<file path="src/rtl/mecanum_wheel_mixer_defines.svh">
// assertion macros for the mecanum wheel mixer
// expects i_clk and i_rst_n in the scope of each use
`ifndef MECANUM_WHEEL_MIXER_DEFINES_SVH
`define MECANUM_WHEEL_MIXER_DEFINES_SVH

// same-cycle implication, disabled while in reset
`define MWM_ASSERT_NOW(label, ante, cons) \
    label: assert property (@(posedge i_clk) disable iff (!i_rst_n) (ante) |-> (cons)) \
        else $error("mwm check failed");

// next-cycle implication, disabled while in reset
`define MWM_ASSERT_NEXT(label, ante, cons) \
    label: assert property (@(posedge i_clk) disable iff (!i_rst_n) (ante) |=> (cons)) \
        else $error("mwm check failed");

`endif

</file>
<file path="src/rtl/mwm_pkg.sv">
// shared widths, command type and helpers for the mecanum wheel mixer
// no dependencies
`default_nettype none

package mwm_pkg;

    localparam int SPD_W       = 16;
    localparam int MAX_W       = 15;
    localparam int SUM_W       = 18;
    localparam int MAG_W       = SUM_W - 1;
    localparam int PROD_W      = MAG_W + MAX_W;
    localparam int QUOT_W      = MAX_W;
    localparam int NUM_WHEELS  = 4;
    localparam int QUEUE_DEPTH = 2;  // keep a power of two, pointers wrap naturally
    localparam int QPTR_W      = (QUEUE_DEPTH > 1) ? $clog2(QUEUE_DEPTH) : 1;
    localparam int QCNT_W      = $clog2(QUEUE_DEPTH + 1);

    localparam logic [MAX_W-1:0] MAX_SPEED_RESET = MAX_W'(8000);

    localparam int WHEEL_LF = 0;
    localparam int WHEEL_RF = 1;
    localparam int WHEEL_LB = 2;
    localparam int WHEEL_RB = 3;

    typedef logic signed [SPD_W-1:0] t_speed;
    typedef logic [MAX_W-1:0]        t_max;
    typedef logic [SUM_W-1:0]        t_sum;
    typedef logic [MAG_W-1:0]        t_mag;

    // classified command handed from the front to the back
    typedef struct packed {
        t_sum [NUM_WHEELS-1:0] sum;
        t_mag                  largest;
        logic                  scaled;
    } t_cmd;

    function automatic t_mag mag_of(input t_sum s);
        t_sum neg;
        neg = -s;
        return s[SUM_W-1] ? neg[MAG_W-1:0] : s[MAG_W-1:0];
    endfunction

endpackage

`default_nettype wire

</file>
<file path="src/rtl/mwm_queue.sv">
// small first-word-fall-through queue of classified commands between front and back
// depends on mwm_pkg
`default_nettype none

module mwm_queue (
    input  wire logic          i_clk,
    input  wire logic          i_rst_n,
    input  wire logic          i_push_valid,
    output logic               o_push_ready,
    input  wire mwm_pkg::t_cmd i_push_cmd,
    output logic               o_pop_valid,
    input  wire logic          i_pop_ready,
    output mwm_pkg::t_cmd      o_pop_cmd
);
    import mwm_pkg::*;

    t_cmd              r_mem [QUEUE_DEPTH];
    logic [QPTR_W-1:0] r_wr_ptr;
    logic [QPTR_W-1:0] r_rd_ptr;
    logic [QCNT_W-1:0] r_count;

    logic push;
    logic pop;

    assign o_push_ready = r_count != QCNT_W'(QUEUE_DEPTH);
    assign o_pop_valid  = r_count != '0;
    assign o_pop_cmd    = r_mem[r_rd_ptr];
    assign push         = i_push_valid && o_push_ready;
    assign pop          = o_pop_valid && i_pop_ready;

    always_ff @(posedge i_clk) begin
        if (!i_rst_n) begin
            r_wr_ptr <= '0;
            r_rd_ptr <= '0;
            r_count  <= '0;
        end else begin
            if (push) begin
                r_wr_ptr <= r_wr_ptr + QPTR_W'(1);
            end
            if (pop) begin
                r_rd_ptr <= r_rd_ptr + QPTR_W'(1);
            end
            if (push && !pop) begin
                r_count <= r_count + QCNT_W'(1);
            end else if (pop && !push) begin
                r_count <= r_count - QCNT_W'(1);
            end
        end
        if (push) begin
            r_mem[r_wr_ptr] <= i_push_cmd;
        end
    end

endmodule

`default_nettype wire

</file>
<file path="config.mk">
export PLATFORM = sky130hd
export DESIGN_NAME = mwm_queue
export DESIGN_NICKNAME = d
export VERILOG_FILES = /design/src/rtl/mecanum_wheel_mixer_defines.svh /design/src/rtl/mwm_pkg.sv /design/src/rtl/mwm_queue.sv
export SDC_FILE = /design/constraint.sdc
export NUM_CORES = 1
export LEC_CHECK = 0
export CORE_MARGIN = 2
export CORE_UTILIZATION = 45
export DETAILED_ROUTE_END_ITERATION = 8
export DONT_BUFFER_PORTS = 1
export MAX_ROUTING_LAYER = met4
export SYNTH_ARGS = -nofsm -noshare
export SYNTH_HDL_FRONTEND = slang
export SYNTH_SLANG_ARGS = --single-unit
</file>
<file path="constraint.sdc">
create_clock -name i_clk -period 3 [get_ports i_clk]
set_input_delay 0 -clock i_clk [delete_from_list [all_inputs] [get_ports i_clk]]
set_output_delay 0 -clock i_clk [all_outputs]
set_load 0.005 [all_outputs]
</file>
== Yosys cells after proc, flatten, opt, wreduce, memory -nomap -nowiden ==
Memories as Yosys holds them, arrays and structs flattened. A register that Yosys moved wholly into a read port is not among the register bits.
Index checks and enable logic that the tools add are counted.
Word-level totals
  register bits: 4
  memory bits (writable): 180
  output and inout port bits: 92
  word-level logic and storage cells: 23
  memories kept: 1
Memory list
  r_mem: depth 2, bits a word 90, rd ports 1, clocked after memory_dff 1, wr ports 1, line mwm_queue.sv:17  | t_cmd r_mem [QUEUE_DEPTH];
Cells by class
  add/sub/neg operators: 4
  equal/unequal tests: 1
  muxes and demuxes: 6
  reductions and logical operators: 8
Operators by type and width (count)
  $logic_and A1 B1 Y1: 4
  $mux W1: 4
  $mux W2: 2
  $reduce_bool A2 Y1: 2
  $add A1 B1 Y1 const B: 2
  $add A2 B1 Y2 const B: 1
  $logic_not A1 Y1: 2
  $ne A2 B2 Y1 const B: 1
  $sub A2 B1 Y2 const B: 1

== Longest topological paths before layout ==
  word-level depth: 6
  gate-level depth with buffers: 6

== Worst setup path after synthesis ==
No wires, ideal clock.
  path type: reg-to-reg
  start: register r_count[0]
  end: memory r_mem[1][0] in the netlist's numbering (enable)
  library setup time: 0.459 ns
  arrival time: 2.695 ns
  required time: 2.541 ns
  slack: -0.154 ns
  stages on the path, launching flop included: 3
  path buffers: 0
  cell sequence: dfxtp_1 -> nand2b_4 -> and3_1
Between the ends
  cells in the longest elaborated chain, start to end: 4
Ends and longest elaborated chain
  from (decl): line mwm_queue.sv:20  | logic [QCNT_W-1:0] r_count;
  from (signal assigned): line mwm_queue.sv:44  | r_count <= r_count + QCNT_W'(1);
  from (signal assigned): line mwm_queue.sv:46  | r_count <= r_count - QCNT_W'(1);
  $ne A2 B2 Y1: line mwm_queue.sv:25  | assign o_push_ready = r_count != QCNT_W'(QUEUE_DEPTH);
  net o_push_ready: line mwm_queue.sv:9  | output logic o_push_ready,
  $logic_and A1 B1 Y1: line mwm_queue.sv:28  | assign push = i_push_valid && o_push_ready;
  $mux W1: line mwm_queue.sv:49  | if (push) begin
  $mux W1 (implied by the code): line mwm_queue.sv:50  | r_mem[r_wr_ptr] <= i_push_cmd;
  to (decl): line mwm_queue.sv:17
The timed path passes the listed nets, and every way through them passes these cells.

==> results.py <==
metrics = {
    "synthesis": {
        "yosys_warnings": 0,
        "synth_seq_area_share_pct": 81.8,
        "syn_area_per_cell_sq_um": 22.2,
        "ys_ff_latch": 185,
        "synth_cells": 304,
        "yosysUniqueCellTypes": 20,
        "synth_nets": 399,
        "netlist_area_sq_mm": 0.00673,
    },
    "routing": {
        "wl_met1_um": 4580,
        "wl_per_cell_um": 19.7,
        "antenna_left": 0,
        "vias": 3120,
        "wl_met2_um": 6430,
        "viasPerCell": 5.13,
        "drc": 0,
        "wl_met3_um": 777,
        "highest-signal-layer": "met4",
        "drtPass1Iterations": 5,
        "drt_wl_total_um": 12000,
        "drt_iter0_markers": 125,
    },
    "cts": {
        "cts_made_buffers": 17,
        "clock_sinks": 185,
        "cts_hold_buffers": 94,
        "clkSlewWorstSetupHoldPaths_ns": 0.06,
        "clock_path_buffers": 2,
        "cts_tree": "yes",
        "post-cts-setup-buffer-count": 0,
        "clock_latency_ns": 0.43,
        "cts-root-buf": "clkbuf_16",
        "htree_levels": 4,
        "ctsResizeCount": 0,
    },
    "global_routing": {
        "antenna_found_initial": 0,
        "grt_use_total_pct": 15.8,
        "grt_overflow": 0,
        "grt_max_degree": 48,
        "grt_pass1_vias": 3416,
        "grt_pass1_wl_um": 18300,
    },
    "sta": {
        "finalHoldViolations": 0,
        "fin_ws_ns": 1.02,
        "finalSetupTns_ns": 0,
        "period_needed_ns": 1.98,
        "drv_slew": 0,
        "holdWs_ns": 0.0879,
        "slew_headroom_pct": 55.9,
        "clock_skew_ns": 0.0121,
        "setup_viol": 0,
        "finalCritPeriodShare_pct": 66.0,
        "timing.fmax_mhz": 505,
        "rsz0062_at_grt": "no",
        "tightest_slew_ns": 0.662,
    },
    "critical_path": {
        "critPathCaptureType": "output port",
        "path_class": "flop to output port",
        "reg2reg_to": "r_mem[0][32]",
        "worstPathRequired_ns": 3.00,
        "slowest_delay_ns": 0.75,
        "cpMaxStageDelayCell": "dfxtp_4",
        "cp_cell_sequence": "buf_12 > mux2_2",
        "ff2ff_path_depth": 4,
        "crit_fanout": 47,
        "reg2reg_from": "r_count[0]",
        "crit_path_start_kind": "flop",
        "worstPathArrival_ns": 1.98,
        "rrSetupSlack_ns": 1.10,
    },
    "cells_and_area": {
        "insertedDiodeCount": 0,
        "area_growth_pct": 27.5,
        "nets": 507,
        "drive_above_1_share_pct": 30.9,
    },
    "status": {
        "status": "finished clean",
    },
    "die": {
        "chipWidth_um": 126,
        "io_pins": 186,
        "rows": 44,
        "fp.dieArea_sq_mm": 0.0160,
        "die_h_um": 126,
        "start_util_pct": 46.2,
        "coreArea_sq_mm": 0.0146,
    },
    "placement": {
        "gp_congestion": 0.707,
        "port_buffers": 0,
        "dpl.hpwl_um": 7190,
        "place_ws_ns": 1.12,
    },
    "hold_path": {
        "hold_path_end": "r_count[1]",
        "whs_path_depth": 4,
        "hold_path.class": "input pin to flop",
        "hold_path_startpoint": "i_push_valid",
    },
    "pwr": {
        "p_leak_nw": 2.87,
        "p_per_area_mw_per_mm2": 824,
        "vdd_drop_max_mv": 0.685,
    },
    "flow_run": {
        "cap_violations": 0,
    },
}
[per-stage QoR]
stage | instance area (sq um) | std cells | total power [W] | utilization, %
after CTS | 8590 | 608 | 0.00717 | 58.9
final | 8590 | 608 | 0.00707 | 58.9
after global routing | 8590 | 608 | 0.00737 | 58.9
after floorplan | 6740 | 304 | 0.00429 | -
after detailed placement | 6980 | 483 | 0.00454 | 47.8
after global placement | 6980 | 483 | 0.00451 | 47.8
[where the power goes]
part | leakage (nW) | total [W] | internal, W | switching, W
sequential | 1.72 | 0.00340 | 0.00323 | 0.000168
clock | 0.324 | 0.00250 | 0.00157 | 0.000932
combinational | 0.819 | 0.00118 | 0.000599 | 0.000579
[sequential cells by signal (all words and copies together), names as in the netlist, named ones only]
name      count
r_wr_ptr      1
r_count       2
r_rd_ptr      1
r_mem       180
[layer usage]
layer	vias up	global-route usage, %
li1	1423	-
met1	1572	16.5
met2	111	26.7
met3	14	5.90
met4	0	7.24
met5	-	-
[worst max-delay path: cells and delay by family (launching register included)]
family / cells / cell delay (ns)
buffers and inverters: 1 / 0.33
multiplexers: 1 / 0.41
flip-flops: 1 / 0.75
[final cells by class]
type / instances / area [sq um]
flip-flops and latches: 185 / 5510
multi-input cells: 108 / 1160
clock buffers: 17 / 425
well taps: 184 / 230
repair buffers: 99 / 1020
fillers: 1047 / 6000
inverters: 1 / 6.26
clock inverters: 14 / 243
[layout by cell type (no fill, tap or decap)]
cell type,count
o21ai_0,1
buf_12,3
clkinv_2,1
inv_8,1
clkinv_1,1
or3_1,1
inv_4,1
xor2_1,1
nand3b_1,1
or2_2,1
dfxtp_4,1
and2_1,4
and3_4,1
mux2_2,90
ha_1,1
o21ai_1,1
nand2b_4,1
xnor2_1,2
edfxtp_1,180
clkinvlp_4,1
a21bo_2,1
dfxtp_1,4
clkinv_4,1
buf_4,2
inv_6,3
a21boi_0,1
dlygate4sd3_1,94
bufinv_16,6
a21boi_1,1
clkbuf_16,17
[worst max-delay path by stage]
stage          startpoint            end  slack [ns]  cells past startpoint
5_1_grt              flop  o_pop_cmd[46]        0.91                      2
6_report             flop  o_pop_cmd[46]        1.02                      2
4_1_cts              flop  o_pop_cmd[46]        0.97                      2
2_1_floorplan  r_count[0]    r_mem[0][0]        0.16                      3
3_3_place_gp   r_count[0]   r_mem[0][38]        1.17                      4
3_5_place_dp   r_count[0]   r_mem[0][32]        1.12                      4
[cell families after synthesis]
family                     Yosys count  share of synthesized area (%)
xor gates and xnor gates             3                          0.390
AOI/OAI and AO/OA                    5                          0.520
DFF                                185                           81.8
and+or+nand+nor                      9                          0.966
buffers and inverters               11                           1.13
adders and majority gates            1                          0.186
muxes                               90                           15.1
[cell usage after synthesis]
master      n  area [sq um]
edfxtp_1  180          5410
mux2_2     90          1010
buf_4       9          67.6
dfxtp_1     5           100
and2_1      4          25.0
xnor2_1     2          17.5
a21bo_2     1          10.0
a21boi_0    1          7.51
a21boi_1    1          7.51
and3_1      1          6.26
buf_2       1          5.00
ha_1        1          12.5
inv_1       1          3.75
nand2b_4    1          13.8
nand3b_1    1          7.51
o21ai_0     1          5.00
o21ai_1     1          5.00
or2_2       1          6.26
or3_1       1          6.26
xor2_1      1          8.76
(Power assumes the default switching activity.)
