$ cat config.mk
export PLATFORM = sky130hd
export DESIGN_NAME = mwm_front
export DESIGN_NICKNAME = d
export VERILOG_FILES = /design/src/rtl/mecanum_wheel_mixer_defines.svh /design/src/rtl/mwm_pkg.sv /design/src/rtl/mwm_front.sv
export SDC_FILE = /design/constraint.sdc
export NUM_CORES = 1
export LEC_CHECK = 0
export BUFFER_PORTS_ARGS = -buffer_cell sky130_fd_sc_hd__buf_2
export CAP_MARGIN = 10
export CELL_PAD_IN_SITES_DETAIL_PLACEMENT = 1
export CELL_PAD_IN_SITES_GLOBAL_PLACEMENT = 2
export CORE_MARGIN = 1
export CORE_UTILIZATION = 40
export CTS_CLUSTER_DIAMETER = 80
export CTS_CLUSTER_SIZE = 25
export DETAILED_ROUTE_END_ITERATION = 8
export GPL_TIMING_DRIVEN = 1
export PLACE_DENSITY_LB_ADDON = 0.1
export SLEW_MARGIN = 20
export SYNTH_ARGS = -nofsm -noshare
export SYNTH_HDL_FRONTEND = slang
export SYNTH_SLANG_ARGS = --single-unit
$ cat constraint.sdc
create_clock -name i_clk -period 14.9 [get_ports i_clk]
set_input_delay 2.98 -clock i_clk [delete_from_list [all_inputs] [get_ports i_clk]]
set_output_delay 2.98 -clock i_clk [all_outputs]
set_load 0.01 [all_outputs]
$ cat src/rtl/mecanum_wheel_mixer_defines.svh
// assertion macros for the mecanum wheel mixer
// expects i_clk and i_rst_n in the scope of each use
`ifndef MECANUM_WHEEL_MIXER_DEFINES_SVH
`define MECANUM_WHEEL_MIXER_DEFINES_SVH

// same-cycle implication, disabled while in reset
`define MWM_ASSERT_NOW(label, ante, cons) \
    label: assert property (@(posedge i_clk) disable iff (!i_rst_n) (ante) |-> (cons)) \
        else $error("mwm check failed");

// next-cycle implication, disabled while in reset
`define MWM_ASSERT_NEXT(label, ante, cons) \
    label: assert property (@(posedge i_clk) disable iff (!i_rst_n) (ante) |=> (cons)) \
        else $error("mwm check failed");

`endif

$ cat src/rtl/mwm_pkg.sv
// shared widths, command type and helpers for the mecanum wheel mixer
// no dependencies
`default_nettype none

package mwm_pkg;

    localparam int SPD_W       = 16;
    localparam int MAX_W       = 15;
    localparam int SUM_W       = 18;
    localparam int MAG_W       = SUM_W - 1;
    localparam int PROD_W      = MAG_W + MAX_W;
    localparam int QUOT_W      = MAX_W;
    localparam int NUM_WHEELS  = 4;
    localparam int QUEUE_DEPTH = 2;  // keep a power of two, pointers wrap naturally
    localparam int QPTR_W      = (QUEUE_DEPTH > 1) ? $clog2(QUEUE_DEPTH) : 1;
    localparam int QCNT_W      = $clog2(QUEUE_DEPTH + 1);

    localparam logic [MAX_W-1:0] MAX_SPEED_RESET = MAX_W'(8000);

    localparam int WHEEL_LF = 0;
    localparam int WHEEL_RF = 1;
    localparam int WHEEL_LB = 2;
    localparam int WHEEL_RB = 3;

    typedef logic signed [SPD_W-1:0] t_speed;
    typedef logic [MAX_W-1:0]        t_max;
    typedef logic [SUM_W-1:0]        t_sum;
    typedef logic [MAG_W-1:0]        t_mag;

    // classified command handed from the front to the back
    typedef struct packed {
        t_sum [NUM_WHEELS-1:0] sum;
        t_mag                  largest;
        logic                  scaled;
    } t_cmd;

    function automatic t_mag mag_of(input t_sum s);
        t_sum neg;
        neg = -s;
        return s[SUM_W-1] ? neg[MAG_W-1:0] : s[MAG_W-1:0];
    endfunction

endpackage

`default_nettype wire

$ cat src/rtl/mwm_front.sv
// front end: takes commands, clamps, forms wheel sums, finds the largest magnitude
// and flags whether scaling is needed; depends on mwm_pkg
`default_nettype none

module mwm_front (
    input  wire logic           i_clk,
    input  wire logic           i_rst_n,
    input  wire mwm_pkg::t_max  i_max,
    input  wire logic           i_in_valid,
    output logic                o_in_ready,
    input  wire mwm_pkg::t_speed i_vel_forward,
    input  wire mwm_pkg::t_speed i_vel_sideways,
    input  wire mwm_pkg::t_speed i_rot_rate,
    output logic                o_cmd_valid,
    input  wire logic           i_cmd_ready,
    output mwm_pkg::t_cmd       o_cmd
);
    import mwm_pkg::*;

    localparam int CLAMP_W = SPD_W + 1;

    logic             r_s1_valid;
    t_sum [NUM_WHEELS-1:0] r_s1_sum;
    logic             r_s2_valid;
    t_cmd             r_s2_cmd;

    t_sum [NUM_WHEELS-1:0] n_s1_sum;
    t_cmd             n_s2_cmd;
    logic             adv;

    logic signed [CLAMP_W-1:0] vx;
    logic signed [CLAMP_W-1:0] vy;
    logic signed [SUM_W-1:0]   vx_e;
    logic signed [SUM_W-1:0]   vy_e;
    logic signed [SUM_W-1:0]   w_e;
    t_mag [NUM_WHEELS-1:0]     mags;
    t_mag                      max_a;
    t_mag                      max_b;
    t_mag                      largest;

    function automatic logic signed [CLAMP_W-1:0] clamp_sym(
        input t_speed v,
        input t_max   m
    );
        logic signed [CLAMP_W-1:0] ve;
        logic signed [CLAMP_W-1:0] me;
        ve = CLAMP_W'(v);
        me = $signed({{(CLAMP_W-MAX_W){1'b0}}, m});
        if (ve > me) begin
            return me;
        end else if (ve < -me) begin
            return -me;
        end
        return ve;
    endfunction

    // stage 1 moves whenever stage 2 can move
    assign adv        = !r_s2_valid || i_cmd_ready;
    assign o_in_ready = adv;

    always_comb begin
        vx   = clamp_sym(i_vel_forward, i_max);
        vy   = clamp_sym(i_vel_sideways, i_max);
        vx_e = SUM_W'(vx);
        vy_e = SUM_W'(vy);
        w_e  = SUM_W'(i_rot_rate);
        n_s1_sum[WHEEL_LF] = vx_e + vy_e + w_e;
        n_s1_sum[WHEEL_RF] = vx_e - vy_e - w_e;
        n_s1_sum[WHEEL_LB] = vx_e - vy_e + w_e;
        n_s1_sum[WHEEL_RB] = vx_e + vy_e - w_e;
    end

    always_comb begin
        for (int i = 0; i < NUM_WHEELS; i++) begin
            mags[i] = mag_of(r_s1_sum[i]);
        end
        max_a   = (mags[WHEEL_LF] > mags[WHEEL_RF]) ? mags[WHEEL_LF] : mags[WHEEL_RF];
        max_b   = (mags[WHEEL_LB] > mags[WHEEL_RB]) ? mags[WHEEL_LB] : mags[WHEEL_RB];
        largest = (max_a > max_b) ? max_a : max_b;
        n_s2_cmd.sum     = r_s1_sum;
        n_s2_cmd.largest = largest;
        n_s2_cmd.scaled  = largest > MAG_W'(i_max);
    end

    always_ff @(posedge i_clk) begin
        if (!i_rst_n) begin
            r_s1_valid <= 1'b0;
            r_s2_valid <= 1'b0;
        end else if (adv) begin
            r_s1_valid <= i_in_valid;
            r_s2_valid <= r_s1_valid;
        end
        if (adv) begin
            r_s1_sum <= n_s1_sum;
            r_s2_cmd <= n_s2_cmd;
        end
    end

    assign o_cmd_valid = r_s2_valid;
    assign o_cmd       = r_s2_cmd;

endmodule

`default_nettype wire

# After elaboration in Yosys (flattened, before gate mapping)
# Cells that the tools add are included.
# totals
inputBits,67
register_bits,164
out_inout_bits,92
wordCells,50
# op_classes
n_lt_le_gt_ge,8
n_addsub,11
reduce_logical,2
muxes,17
# ops
cell,n
$mux W17,13
$neg A17 Y17,4
$gt A17 B17 Y1,3
$add A18 B16 Y18,2
$sub A18 B16 Y18,2
$lt A16 B17 Y1,2
$gt A16 B16 Y1,2
$add A17 B17 Y18,1
$sub A17 B17 Y18,1
$gt A17 B15 Y1,1
$neg A15 Y17,1
$mux W1,4
$logic_not A1 Y1,1
$logic_or A1 B1 Y1,1

# Longest topological paths before layout
# logic_depth
ltp_word,7
ltp_mapped,36
depth_no_buf,33

# Worst setup path before layout
# Ideal clock, no wire load.
# synth_timing
path_kind,input to register
start,in i_max[2]
end,"reg r_s1_sum, in the netlist n_s2_cmd[35], data pin"
arrival_ns,9.958
setup_time_ns,0.266
slack_ns,4.676
t_required_ns,14.634
path_stages,32
n_path_buf,5
cell_sequence,clkbuf_1 > nor4_1 > nand2_1 > or3_1 > or3_1 > xnor2_1 > inv_1 > ha_1 > a21o_1 > a21oi_1 > nand2_1 > nor2_1 > a221oi_1 > clkbuf_1 > clkbuf_1 > mux2i_1 > a21oi_1 > ha_1 > clkbuf_1 > or2_2 > a21oi_1 > a211oi_1 > o311ai_0 > and3_1 > nor2_1 > ha_1 > clkbuf_1 > nor2_1 > a2bb2oi_1 > a31oi_1 > a221o_1 > xor2_1
# synth_lines
element,line,source
from (decl),mwm_front.sv:8,"input wire mwm_pkg::t_max i_max,"
to (signal assigned),mwm_front.sv:94,r_s1_sum <= n_s1_sum;
to (decl),mwm_front.sv:23,t_sum [NUM_WHEELS-1:0] r_s1_sum;

==> results.tsv <==
metric	value	unit
outcome	finished clean	
gp_congestion	0.873	
hold_buffers	0	
dp_hpwl	40500	um
synthFlopType	edfxtp_1	
ant_nets	0	
r2r_setup_slack	5.99	ns
start_util	40.9	%
design.core.area	37900	um^2
critical_path_arrival	10.96	ns
yosysWarningCount	0	
drive_gt1_share	13.5	%
seq_area_frac_synth	30.9	%
cts.repair.resized	0	
syn_inst	1649	
chipHeight	199	um
synth_area	15500	um^2
period_minus_slack	10.74	ns
antenna_cells	0	
wl_met2	23600	um
cts_setup_buffers	0	
drt-pass1-iter-count	5	
area_delta_synth_final	12.4	%
synth_xor_area_share	8.87	%
fmax	93.1	MHz
dieArea	39600	um^2
rsz0062_at_grt	false	
synthAdderAreaFrac	19.7	%
cts.htree.levels	4	
grtUsageTotal	24.7	%
start_kind	primary input	
whs_path_depth	0	
period_share	72.1	%
synth_top_family_by_area	adder cells	
clk_path_buf_depth	2	
grt_max_degree	82	
max_stage_delay	0.60	ns
clk_latency	0.45	ns
synthMuxAreaShare	4.46	%
wl_met1	21800	um
holdPathEnd	o_cmd[55]$_DFFE_PP_	
grt_pass1_vias	13300	
ff2ff_path_depth	33	
worstReg2RegEnd	o_cmd[0]$_DFFE_PP_	
cts_buffers	17	
min_from	n_s2_cmd[55]$_DFFE_PP_	
synth_compound_gate_area_share	18.3	%
grt_pass1_wl	73600	um
wl_per_cell	20.7	um
clk_pin_slew	0.06	ns
synth_seq_cells	160	
worst_slew_pin_slew	0.970	ns
layout.nets	2090	
yosys.area_share.simple	13.2	%
syn_avg_cell_area	9.40	um^2
pin_count	159	
crit_required	15.12	ns
dr_total_vias	12800	
top_layer	met5	
cts_sinks	160	
finalHoldViolCount	0	
endpoint_kind	flip-flop	
dr_wl_met3	1020	um
path_class	primary input to flip-flop	
regArea	4780	um^2
drc	0	
cts_tree	done	
final_util	46.0	%
synth_cell_types	69	
maxSlewViolCount	0	
port_buffers	158	
cpMostUsedCell	a21oi_1	
fillers	4456	
synthArstFlopShare	0	%
fin_setup_tns	0	ns
regToRegStartpoint	n_s2_cmd[36]$_DFFE_PP_	
synth_nets	1957	
cap_violations	0	
drt_first_iter_violations	408	
multi_input_area	10100	um^2
synth_edf_count	158	
relSlewSlack	35.3	%
slowest_stage	o311ai_0	
totalWireLength	47800	um
cts-root-buf	clkbuf_16	
finalSetupViolations	0	
finalClockSkew	0.0101	ns
grt.overflow.total	0	
routed_via_density	5.53	
antenna_found_initial	1	
cp_max_fo	22	
num_rows	71	
die_w	199	um
worstHoldPathType	flip-flop to flip-flop	
==> state kept, by name, summed over array words and instances (netlist names) <==
register     flops
n_s2_cmd        70
o_cmd           88
o_cmd_valid      1
r_s1_valid       1
==> cell type report <==
| class | instances | share of cell area [%] |
|---|---|---|
| well taps | 511 | 3.67 |
| clock inverters | 15 | 0.861 |
| clock buffers | 17 | 2.44 |
| inverters | 133 | 2.86 |
| flip-flops and latches | 160 | 27.4 |
| multi-input cells | 1302 | 57.8 |
| repair buffers | 168 | 4.97 |
==> worst max-delay path by stage <==
| stage | startpoint | depth (start not counted) | slack, ns | to |
|---|---|---|---|---|
| after floorplan | i_max[2] | 32 | 4.68 | n_s2_cmd[35]$_DFFE_PP_ |
| after global placement | i_max[2] | 31 | 3.92 | n_s2_cmd[89]$_DFFE_PP_ |
| after detailed placement | i_max[2] | 31 | 3.77 | n_s2_cmd[89]$_DFFE_PP_ |
| after CTS | i_max[2] | 31 | 4.21 | n_s2_cmd[89]$_DFFE_PP_ |
| after global routing | i_max[2] | 29 | 3.33 | n_s2_cmd[89]$_DFFE_PP_ |
| final | i_max[2] | 31 | 4.16 | n_s2_cmd[89]$_DFFE_PP_ |
==> through the flow <==
step	hold WS [ns]	instance area, um^2	std cells	setup slack [ns]
finish	0.486	17400	2306	4.16
global route	0.511	17400	2306	3.33
CTS	0.492	17400	2306	4.21
detailed placement	0.477	16900	2274	3.77
global placement	0.445	16900	2274	3.92
floorplan	0.424	15500	1649	4.68
==> layout by cell type, fill, tap and decap left out, types with 7 or more instances in the layout <==
cell / n
a31oi_1: 11
mux2i_1: 50
mux2_2: 17
and3_1: 8
a21o_1: 59
nor2_1: 136
nand2_1: 73
ha_1: 235
buf_2: 158
nand4_1: 21
a21oi_1: 108
a21boi_0: 7
xor2_1: 71
nor4_1: 12
nor3_1: 40
buf_4: 10
nor2b_1: 28
nand2b_1: 21
xnor2_1: 86
nand3_1: 18
edfxtp_1: 158
o21bai_1: 12
o211ai_1: 19
inv_1: 133
or3_1: 24
o21ai_0: 65
o21a_1: 32
a211oi_1: 13
clkbuf_16: 17
o31ai_1: 22
or4_1: 9
==> routing by layer <==
| layer | global-route usage (%) | up-vias |
|---|---|---|
| met1 | 30.7 | 6206 |
| met4 | 8.72 | 2 |
| met2 | 44.3 | 199 |
| met5 | 0 | - |
| li1 | - | 6282 |
| met3 | 2.32 | 64 |
==> cells in the mapped netlist (18+ instances only) <==
library cell  instances  area share, %
nor3_1               40            1.3
nand2b_1             22           0.89
clkbuf_1             49            1.2
inv_1               133            3.2
a21oi_1             109            3.5
nor2_1              136            3.3
o211ai_1             19           0.92
xor2_1               71            4.0
edfxtp_1            158             31
o21a_1               32            1.5
mux2i_1              50            3.2
o31ai_1              22            1.1
a21o_1               59            2.9
or3_1                24           0.97
xnor2_1              86            4.9
nand2_1              73            1.8
nand3_1              18           0.58
o21ai_0              65            2.1
ha_1                235             19
nor2b_1              28            1.1
nand4_1              21           0.85
==> cells by family (layout without fill, tap and decap cells) <==
group / count (synthesis) / count (layout)
mux: 67 / 67
fa+ha+maj: 241 / 241
xor+xnor: 157 / 157
buf+inv: 187 / 333
compound gates: 422 / 422
flops: 160 / 160
simple gates: 415 / 415
==> critical path: cells and delay by family <==
| kind | cells | cell delay, ns |
|---|---|---|
| AO/OA/AOI/OAI | 14 | 3.07 |
| XOR/XNOR | 2 | 0.59 |
| adder cells (fa/ha/maj) | 3 | 1.12 |
| buffers and inverters | 3 | 0.52 |
| multiplexers | 1 | 0.31 |
| AND/OR/NAND/NOR | 8 | 2.32 |
Power is left out: the tool's default activity adds up to more than one toggle a clock period on the data nets, which glitch-free logic cannot reach.
